$ cat config.mk
export PLATFORM = sky130hd
export DESIGN_NAME = rgw_mul
export DESIGN_NICKNAME = d
export VERILOG_FILES = /design/src/rtl/rgw_pkg.sv /design/src/rtl/rgw_mul.sv
export SDC_FILE = /design/constraint.sdc
export NUM_CORES = 2
export LEC_CHECK = 0
export ABC_AREA = 0
export BUFFER_PORTS_ARGS = -buffer_cell sky130_fd_sc_hd__buf_2
export CAP_MARGIN = 20
export CORE_ASPECT_RATIO = 0.8
export CORE_MARGIN = 8
export CORE_UTILIZATION = 45
export CTS_BUF_LIST = sky130_fd_sc_hd__clkbuf_4 sky130_fd_sc_hd__clkbuf_8
export DETAILED_ROUTE_END_ITERATION = 16
export MAX_ROUTING_LAYER = met4
export SYNTH_ARGS = -nofsm -noshare
export SYNTH_HDL_FRONTEND = slang
export SYNTH_SLANG_ARGS = --single-unit
$ cat constraint.sdc
create_clock -name clock -period 9.6 [get_ports clock]
set_input_delay 1.92 -clock clock [delete_from_list [all_inputs] [get_ports clock]]
set_output_delay 1.92 -clock clock [all_outputs]
set_load 0.01 [all_outputs]
$ cat src/rtl/rgw_pkg.sv
package rgw_pkg;

   localparam int U_W    = 10;
   localparam int P_W    = 13;
   localparam int POS_W  = 48;
   localparam int OP_W   = 33;
   localparam int PROD_W = 66;
   localparam int ACC_W  = 80;

   localparam logic [9:0]  UNDERSHOOT_RST = 10'd0;
   localparam logic [12:0] PIXELS_RST     = 13'd512;
   localparam logic [12:0] LINES_RST      = 13'd512;
   localparam logic [30:0] STEP_RST       = 31'd32768;
   localparam logic [63:0] MATRIX_RST     = 64'h4000_0000_0000_4000;

   typedef enum logic [1:0] {
      ST_IDLE,
      ST_CALC,
      ST_DRAIN
   } state_type;

   typedef enum logic [2:0] {
      CSR_UNDERSHOOT = 3'd0,
      CSR_PIXELS     = 3'd1,
      CSR_LINES      = 3'd2,
      CSR_X_START    = 3'd3,
      CSR_Y_START    = 3'd4,
      CSR_STEP       = 3'd5,
      CSR_MATRIX     = 3'd6,
      CSR_OFFSET     = 3'd7
   } csr_index_type;

   typedef enum logic [4:0] {
      SP_JS, SP_XB, SP_TT, SP_H, SP_K, SP_KLO, SP_KHI, SP_YLO, SP_YHI,
      SP_M0L, SP_M0H, SP_M1L, SP_M1H, SP_XO, SP_M2H, SP_M3L, SP_M3H, SP_YO
   } step_type;

   typedef struct packed {
      logic retrace;
      logic last_line;
      logic line_clock;
      logic flim_line_clock;
      logic flim_frame_clock;
      logic frame_end;
   } flags_type;

   function automatic logic [31:0] round_sat(input logic signed [ACC_W-1:0] acc,
                                             input logic signed [31:0] off);
      logic signed [ACC_W-1:0] r;
      r = (acc + ACC_W'(8192)) >>> 14;
      r = r + ACC_W'(off);
      if (r > ACC_W'(64'sd2147483647)) begin
         return 32'h7FFF_FFFF;
      end else if (r < ACC_W'(-64'sd2147483648)) begin
         return 32'h8000_0000;
      end
      return r[31:0];
   endfunction

endpackage

$ cat src/rtl/rgw_mul.sv
module rgw_mul (
   input  logic                                clock,
   input  logic signed [rgw_pkg::OP_W-1:0]     op_a,
   input  logic signed [rgw_pkg::OP_W-1:0]     op_b,
   output logic signed [rgw_pkg::PROD_W-1:0]   prod_ff
);

   logic signed [rgw_pkg::PROD_W-1:0] prod_in;

   assign prod_in = op_a * op_b;

   always_ff @(posedge clock) begin
      prod_ff <= prod_in;
   end

endmodule

==> flow_metrics.py <==
metrics = {
    "final_layout": {
        "reg.largest.list": "prod_ff (66)",
        "nets": 5827,
        "drive_gt1_share_pct": 7.84,
        "largest-register": "prod_ff",
        "largest_reg_flops": 66,
        "final_core_util_pct": 48.5,
        "final_cell_area_sq_mm": 0.0433,
        "final_common_cell": "fa_1",
        "syn_to_final_growth_pct": 7.17,
        "final_cell_mix": "fa_1 (1145), inv_1 (1133), and2_1 (562)",
    },
    "clocking": {
        "cts_root_buffer": "clkbuf_8",
        "cts_hold_buf": 0,
        "cts_setup_buffers": 0,
        "cts_num_sinks": 66,
        "cts_resized": 0,
        "cts_tree": "yes",
        "cts.path.max_buffers": 2,
        "cts_buffers": 9,
        "htreeDepth": 3,
        "path_clk_slew_ns": 0.09,
    },
    "timing": {
        "fin_crit_sh_pct": 95.6,
        "worst_pin_slew_ns": 0.794,
        "relSlewSlack_pct": 47.1,
        "max_freq_mhz": 109,
        "fin_crit_ns": 9.18,
        "setup_tns_ns": 0,
        "rsz0062_at_grt": "false",
        "hold_viol": 0,
        "layout_setup_ws_ns": 0.420,
        "setup_viol_count_final": 0,
        "finalMaxSlewViolations": 0,
    },
    "critical_path": {
        "critPathCaptureType": "register",
        "worstSetupPathType": "in2reg",
        "start_kind": "input pin",
        "worst-endpoint-arrival_ns": 9.49,
        "slowest_delay_ns": 0.64,
        "slowest_stage": "fa_1",
        "cpMostUsedCell": "fa_1",
        "crit_path_max_fanout": 27,
        "worstPathRequired_ns": 9.91,
    },
    "die": {
        "dieArea_sq_mm": 0.0996,
        "num_io_pins": 133,
        "die_w_um": 351,
        "start_util_pct": 45.3,
        "rows": 98,
        "core_area_sq_mm": 0.0891,
        "die_h_um": 284,
    },
    "min_path": {
        "hold_depth": 3,
        "min_path_type": "in2reg",
    },
    "synthesis": {
        "ys_warn_count": 0,
        "synth-async-reset-ratio_pct": 0,
        "synth_area_leaders": "fa_1 (57%), inv_1 (11%), and2_1 (8.7%), ha_1 (6.7%), nand2_1 (5.0%)",
        "ys_types": 61,
        "synthesis.nets": 5731,
        "synth_top_cell_area_share_pct": 56.8,
        "yosysTopAreaCell": "fa_1",
        "ys_seq_elements": 66,
        "ys.flop_type": "dfxtp_1",
        "synth_area_sq_mm": 0.0404,
        "ys_seq_area_share_pct": 3.27,
        "syn_avg_cell_area_sq_um": 9.38,
        "syn_inst": 4302,
        "synth_edf_count": 0,
    },
    "routing": {
        "wire_per_inst_um": 20.4,
        "detail_route.iter0.violations": 2140,
        "vias_per_cell": 4.99,
        "vias": 28000,
        "drtAntennaViolNets": 0,
        "first_pass_iters": 5,
        "drt_wl_total_mm": 115,
        "drcViolationCount": 0,
    },
    "global_route": {
        "grt_pass1_vias": 30400,
        "grt_antenna_before_repair": 11,
        "gr-total-overflow": 0,
        "grt_max_degree": 34,
        "grt_pass1_wl_mm": 187,
        "track_usage_pct": 25.0,
    },
    "placed_design": {
        "place_ws_ns": 0.0690,
        "placed_area_sq_mm": 0.0431,
        "gp_congestion": 0.917,
        "dpl.hpwl_mm": 100,
        "port_buffers": 132,
    },
    "outcome": {
        "status": "finished clean",
    },
    "job": {
        "max-cap-violations": 0,
    },
}
[cells in the mapped netlist, drive strengths merged (3+ instances only)]
cell type,number
dfxtp,66
ha,217
o21ai,43
a211oi,9
nor2b,3
a2111oi,3
o21bai,8
o21a,7
xnor2,55
o211ai,7
nor2,47
and3,7
nand4,9
fa,1145
a21o,28
and4,7
nand3,18
clkbuf,220
nand2,543
or2,5
o22ai,3
nor3,8
o21ba,3
xor2,20
a21oi,73
inv,1133
a221o,3
nor4,5
and2,563
a31oi,10
nand2b,9
[cell families after synthesis]
group / Yosys count / synth area share (%)
buffers and inverters: 1354 / 12.6
adder cells (fa/ha/maj): 1362 / 63.5
flip-flops: 66 / 3.27
AO/OA/AOI/OAI: 217 / 3.60
XOR/XNOR: 75 / 1.63
AND/OR/NAND/NOR: 1228 / 15.4
[final timing paths]
path                 start           to  slack, ns
setup / recovery  op_b[11]  prod_ff[59]       0.42
hold / removal     op_b[0]   prod_ff[0]       2.22
[critical path, delay by kind of cell]
kind            cells  cell delay (ns)
fa+ha+maj           9             4.53
buf+inv             7             1.14
compound gates      5             1.09
simple gates        4             0.63
xor+xnor            1             0.15
[through the flow]
step           hold slack (ns)  cells
2_1_floorplan             2.05   4302
3_3_place_gp              2.32   5587
3_5_place_dp              2.32   5587
4_1_cts                   2.16   5603
5_1_grt                   2.19   5614
6_report                  2.22   5614
[cell type report]
| type | instances | area (sq um) |
|---|---|---|
| antenna | 11 | 27.5 |
| clock buffer | 10 | 131 |
| clock inverter | 6 | 41.3 |
| fill | 8493 | 45900 |
| inverter | 1133 | 4250 |
| multi-input combinational | 2882 | 34000 |
| sequential | 66 | 1320 |
| tap | 1200 | 1500 |
| timing repair buffer | 306 | 2030 |
[routing by layer]
metal | global-route usage (%) | part of all wire (%) | vias to the layer above | routed length (um)
met3 | 7.60 | 12 | 62 | 13800
met4 | 3.37 | 1.3 | 0 | 1500
met2 | 30.3 | 37 | 1145 | 42300
met5 | - | 0 | - | 0
li1 | - | - | 12400 | -
met1 | 40.8 | 50 | 14400 | 57100
Power is not shown: default switching activity piles up to over one toggle a cycle in this logic, so the estimate is an artifact.
