===== config.mk =====
export PLATFORM = sky130hd
export DESIGN_NAME = rgw_geom
export DESIGN_NICKNAME = d
export VERILOG_FILES = /design/src/rtl/rgw_pkg.sv /design/src/rtl/rgw_geom.sv
export SDC_FILE = /design/constraint.sdc
export NUM_CORES = 1
export LEC_CHECK = 0
export BUFFER_PORTS_ARGS = -buffer_cell sky130_fd_sc_hd__buf_2
export CORE_MARGIN = 2
export CORE_UTILIZATION = 45
export DETAILED_ROUTE_END_ITERATION = 6
export GPL_ROUTABILITY_DRIVEN = 0
export GPL_TIMING_DRIVEN = 0
export PLACE_DENSITY_LB_ADDON = 0.3
export SLEW_MARGIN = 20
export SYNTH_ARGS = -nofsm -noshare
export SYNTH_HDL_FRONTEND = slang
export SYNTH_SLANG_ARGS = --single-unit
export TNS_END_PERCENT = 100

===== constraint.sdc =====
create_clock -name vclk -period 10.8
set_input_delay 1.08 -clock vclk [all_inputs]
set_output_delay 1.08 -clock vclk [all_outputs]
set_load 0.01 [all_outputs]

===== src/rtl/rgw_pkg.sv =====
package rgw_pkg;

   localparam int U_W    = 10;
   localparam int P_W    = 13;
   localparam int POS_W  = 48;
   localparam int OP_W   = 33;
   localparam int PROD_W = 66;
   localparam int ACC_W  = 80;

   localparam logic [9:0]  UNDERSHOOT_RST = 10'd0;
   localparam logic [12:0] PIXELS_RST     = 13'd512;
   localparam logic [12:0] LINES_RST      = 13'd512;
   localparam logic [30:0] STEP_RST       = 31'd32768;
   localparam logic [63:0] MATRIX_RST     = 64'h4000_0000_0000_4000;

   typedef enum logic [1:0] {
      ST_IDLE,
      ST_CALC,
      ST_DRAIN
   } state_type;

   typedef enum logic [2:0] {
      CSR_UNDERSHOOT = 3'd0,
      CSR_PIXELS     = 3'd1,
      CSR_LINES      = 3'd2,
      CSR_X_START    = 3'd3,
      CSR_Y_START    = 3'd4,
      CSR_STEP       = 3'd5,
      CSR_MATRIX     = 3'd6,
      CSR_OFFSET     = 3'd7
   } csr_index_type;

   typedef enum logic [4:0] {
      SP_JS, SP_XB, SP_TT, SP_H, SP_K, SP_KLO, SP_KHI, SP_YLO, SP_YHI,
      SP_M0L, SP_M0H, SP_M1L, SP_M1H, SP_XO, SP_M2H, SP_M3L, SP_M3H, SP_YO
   } step_type;

   typedef struct packed {
      logic retrace;
      logic last_line;
      logic line_clock;
      logic flim_line_clock;
      logic flim_frame_clock;
      logic frame_end;
   } flags_type;

   function automatic logic [31:0] round_sat(input logic signed [ACC_W-1:0] acc,
                                             input logic signed [31:0] off);
      logic signed [ACC_W-1:0] r;
      r = (acc + ACC_W'(8192)) >>> 14;
      r = r + ACC_W'(off);
      if (r > ACC_W'(64'sd2147483647)) begin
         return 32'h7FFF_FFFF;
      end else if (r < ACC_W'(-64'sd2147483648)) begin
         return 32'h8000_0000;
      end
      return r[31:0];
   endfunction

endpackage


===== src/rtl/rgw_geom.sv =====
module rgw_geom #(
   parameter int RETRACE_LEN    = 128,
   parameter int MAX_PIXELS     = 4096,
   parameter int MAX_LINES      = 4096,
   parameter int MAX_UNDERSHOOT = 1024,
   parameter int LW             = 13,
   parameter int JW             = 12,
   parameter int TW             = 7
) (
   input  logic                    restart,
   input  logic [LW-1:0]           i_cur,
   input  logic [JW-1:0]           j_cur,
   input  logic [rgw_pkg::U_W-1:0] undershoot,
   input  logic [rgw_pkg::P_W-1:0] pixels,
   input  logic [rgw_pkg::P_W-1:0] lines,
   output logic [LW-1:0]           idx,
   output logic [JW-1:0]           line,
   output logic [rgw_pkg::U_W-1:0] u_c,
   output logic [rgw_pkg::P_W-1:0] p_c,
   output logic [LW-1:0]           len,
   output logic [TW-1:0]           t,
   output logic [LW-1:0]           next_i,
   output logic [JW-1:0]           next_j,
   output rgw_pkg::flags_type      flags
);

   logic [rgw_pkg::P_W-1:0] n_c;
   logic [LW-1:0]           te;
   logic [LW-1:0]           i0;
   logic [JW-1:0]           j0;
   logic [LW-1:0]           tdiff;
   logic                    last;

   always_comb begin
      u_c = (int'(undershoot) > MAX_UNDERSHOOT) ? rgw_pkg::U_W'(MAX_UNDERSHOOT) : undershoot;
      if (pixels == '0) begin
         p_c = rgw_pkg::P_W'(1);
      end else if (int'(pixels) > MAX_PIXELS) begin
         p_c = rgw_pkg::P_W'(MAX_PIXELS);
      end else begin
         p_c = pixels;
      end
      if (lines == '0) begin
         n_c = rgw_pkg::P_W'(1);
      end else if (int'(lines) > MAX_LINES) begin
         n_c = rgw_pkg::P_W'(MAX_LINES);
      end else begin
         n_c = lines;
      end
      te  = LW'(u_c) + LW'(p_c);
      len = te + LW'(RETRACE_LEN);
      i0  = restart ? '0 : i_cur;
      j0  = restart ? '0 : j_cur;
      line = (14'(j0) >= 14'(n_c)) ? '0 : j0;
      idx  = (i0 >= len) ? '0 : i0;
      tdiff = idx - te;
      t     = tdiff[TW-1:0];
      last  = (14'(line) == (14'(n_c) - 14'd1));
      if (idx == (len - LW'(1))) begin
         next_i = '0;
         next_j = last ? '0 : line + JW'(1);
      end else begin
         next_i = idx + LW'(1);
         next_j = line;
      end
      flags.retrace          = (idx >= te);
      flags.last_line        = last;
      flags.line_clock       = (idx >= LW'(u_c)) && (idx < te);
      flags.flim_line_clock  = (idx >= te);
      flags.flim_frame_clock = last && (idx > te);
      flags.frame_end        = last && (idx == (len - LW'(1)));
   end

endmodule


==> impl_summary.log <==
INFO  metric run_status = complete, no violations
INFO  metric routed-via-count = 5475
INFO  metric cts_hold_buf = 0
INFO  metric route.detailed.vias_per_inst = 5.67
INFO  metric worst_hold_path.num_cells = 3
INFO  metric rsz0062_at_grt = no
INFO  metric synth_cell_type_count = 83
INFO  metric cp.arrival = 9010 ps
INFO  metric core_region_area = 9820 µm²
INFO  metric crit_top_cell = sky130_fd_sc_hd__ha_1
INFO  metric yosysSeqAreaShare = 0
INFO  metric nClkBuffers = 0
INFO  metric synth_top_cell_by_area = sky130_fd_sc_hd__ha_1
INFO  metric regArea = 0 µm²
INFO  metric ios = 161
INFO  metric first_iter_violations = 351
INFO  metric synth.top_cells.by_area = sky130_fd_sc_hd__ha_1, sky130_fd_sc_hd__xnor2_1, sky130_fd_sc_hd__inv_1, sky130_fd_sc_hd__nor2_1, sky130_fd_sc_hd__nand2b_1
INFO  metric timing.critical_path.slowest_stage_cell = sky130_fd_sc_hd__or4_4
INFO  metric final_design_area_no_fill = 5560 µm²
INFO  metric slew-limit-headroom = 0.455
INFO  metric post_dp_cell_area = 5550 µm²
INFO  metric areaGrowthSynthToFinish = 21.3%
INFO  metric slew_viol_final = 0
INFO  metric cts_resized = 0
INFO  metric critPathLaunch = pixels[1]
INFO  metric maximum_clock_frequency = 0.0991 GHz
INFO  metric synth_top_area_frac = 0.164
INFO  metric synthesis.instances = 672
INFO  metric critical_path_class = in -> out
INFO  metric design.seq.count = 0
INFO  metric setup_viol = 0
INFO  metric fin_ws = 711 ps
INFO  metric total_power = 0.412 mW
INFO  metric number_of_antenna_violations_at_the_first_check_in_global_routing = 0
INFO  metric grt_max_degree = 11
INFO  metric post_route_cells_drive_above_1_share = 0.261
INFO  metric drc = 0
INFO  metric buffer_ports.inserted = 160
INFO  metric crit_required = 9720 ps
INFO  metric detailed_place_hpwl = 12800 µm
INFO  metric antenna_cells = 0
INFO  metric post_synth.cell_area_avg = 6.82 µm²
INFO  metric worst_hold_path_type = in -> out
INFO  metric maxCapViolations = 0
INFO  metric gr-usage-met2 = 0.445
INFO  metric static_power_due_to_leakage = 2.87 nW
INFO  metric power_per_cell_area = 74.1 nW/µm²
INFO  metric grt_first_pass_wirelength = 24500 µm
INFO  metric final.min_clock_period = 10090 ps
INFO  metric routedWlPerCell = 15.6 µm
INFO  metric top_usage_layer = met2
INFO  metric synth.yosys.warnings = 0
INFO  metric met1_usage = 0.376
INFO  metric crit_path_max_fanout = 10
INFO  metric synthesis.area = 4590 µm²
INFO  metric post_cts.repair.setup_buffers = 0
INFO  metric worst_setup_path_end_kind = output port
INFO  metric most_repeated_cell_in_the_gate_level_netlist_after_synthesis = sky130_fd_sc_hd__inv_1
INFO  metric worst_setup_path_endpoint = next_j[8]
INFO  metric fin_setup_tns = 0 ps
INFO  metric pre_cts_slack = 514 ps
INFO  metric post-route-period-util = 0.934
INFO  metric fp.dieArea = 11000 µm²
INFO  metric groute.layer.met3.usage = 0.0106
INFO  metric route.antenna.remaining_nets = 0
INFO  metric ir_worst_vdd = 50.3 µV
INFO  metric cp-start-kind = input port
INFO  metric tightest_slew = 797 ps
INFO  metric postSynthNetCount = 796
INFO  metric grt_pass1_vias = 4930
INFO  metric die-height = 105 µm
INFO  metric num-nets-final = 958
INFO  metric drt-pass1-iter-count = 6
INFO  metric grt_remaining_overflow = 0
INFO  metric synth.top_cells.by_count = sky130_fd_sc_hd__inv_1, sky130_fd_sc_hd__ha_1, sky130_fd_sc_hd__nor2_1
INFO  metric critical_path.max_stage_delay = 550 ps
INFO  metric grtUsageTotal = 0.262
INFO  metric report.final.hold_viol_count = 0
INFO  metric core.rowCount = 36
INFO  metric initial_util = 0.467
INFO  metric routed_wirelength = 15100 µm
INFO  metric die_width = 105 µm
cells in the final DEF, fill, tap and decap left out, types with 4 or more instances in the layout:
master                     Yosys  routed
sky130_fd_sc_hd__nor4_1       11      11
sky130_fd_sc_hd__and3_1       11      11
sky130_fd_sc_hd__o211a_1       4       4
sky130_fd_sc_hd__nand2b_1     31      31
sky130_fd_sc_hd__a211oi_2      4       4
sky130_fd_sc_hd__a21boi_0      7       7
sky130_fd_sc_hd__xnor2_1      32      32
sky130_fd_sc_hd__a21o_1       12      12
sky130_fd_sc_hd__nand4_1       8       8
sky130_fd_sc_hd__a21oi_1      34      34
sky130_fd_sc_hd__and2_1       10      10
sky130_fd_sc_hd__nor3_1       15      14
sky130_fd_sc_hd__or2_2         4       4
sky130_fd_sc_hd__o31ai_1      11      11
sky130_fd_sc_hd__o21a_1        7       7
sky130_fd_sc_hd__nor2b_1      26      26
sky130_fd_sc_hd__o21ai_0      30      30
sky130_fd_sc_hd__clkbuf_1     19      18
sky130_fd_sc_hd__buf_2         4     164
sky130_fd_sc_hd__or3_1        10      10
sky130_fd_sc_hd__ha_1         60      60
sky130_fd_sc_hd__nand3_1      22      22
sky130_fd_sc_hd__buf_4        13      13
sky130_fd_sc_hd__nand2_1      48      48
sky130_fd_sc_hd__mux2i_1      10      10
sky130_fd_sc_hd__nor2_1       56      56
sky130_fd_sc_hd__xor2_1       18      18
sky130_fd_sc_hd__o211ai_1      4       4
sky130_fd_sc_hd__inv_1        64      64
metal layers:
metal | share of wire | vias to the layer above
li1 | - | 2722
met1 | 0.46 | 2510
met2 | 0.46 | 227
met3 | 0.067 | 16
met4 | 0.011 | 0
met5 | 0 | -
worst min-delay path by stage:
stage | from | endpoint | slack (ps)
2_1_floorplan | pixels[12] | p_c[11] | 2210
3_3_place_gp | undershoot[1] | u_c[1] | 2470
3_5_place_dp | undershoot[1] | u_c[1] | 2470
4_1_cts | undershoot[1] | u_c[1] | 2470
5_1_grt | undershoot[1] | u_c[1] | 2480
6_report | undershoot[1] | u_c[1] | 2470
worst max-delay path, delay by kind of cell:
kind            cells  cell delay (ps)
fa+ha+maj           5             1460
buf+inv             7             1330
compound gates     10             2510
xor+xnor            2              550
simple gates        7             2070
stage by stage:
stage	hold slack, ps	cells	utilization
5_1_grt	2480	965	0.567
2_1_floorplan	2210	672	-
3_3_place_gp	2470	965	0.565
3_5_place_dp	2470	965	0.565
6_report	2470	965	0.567
4_1_cts	2470	965	0.565
power breakdown:
part           switching (mW)  leakage [nW]  internal [mW]
Sequential                  0             0              0
Combinational           0.249          2.87          0.164
Clock                       0             0              0
Total                   0.249          2.87          0.164
cells by family after synthesis:
logic type	synth area share
buffers and inverters	0.104
XOR/XNOR	0.104
AO/OA/AOI/OAI	0.278
AND/OR/NAND/NOR	0.309
multiplexers	0.0284
adder cells (fa/ha/maj)	0.177
layout make-up:
cell class                      count  area (µm²)
Fill cell                        1013        4260
Multi-Input combinational cell    564        4120
Timing Repair Buffer              160         801
Inverter                           69         262
Buffer                             39         216
Tap cell                          133         166
(Power assumes the default switching activity.)
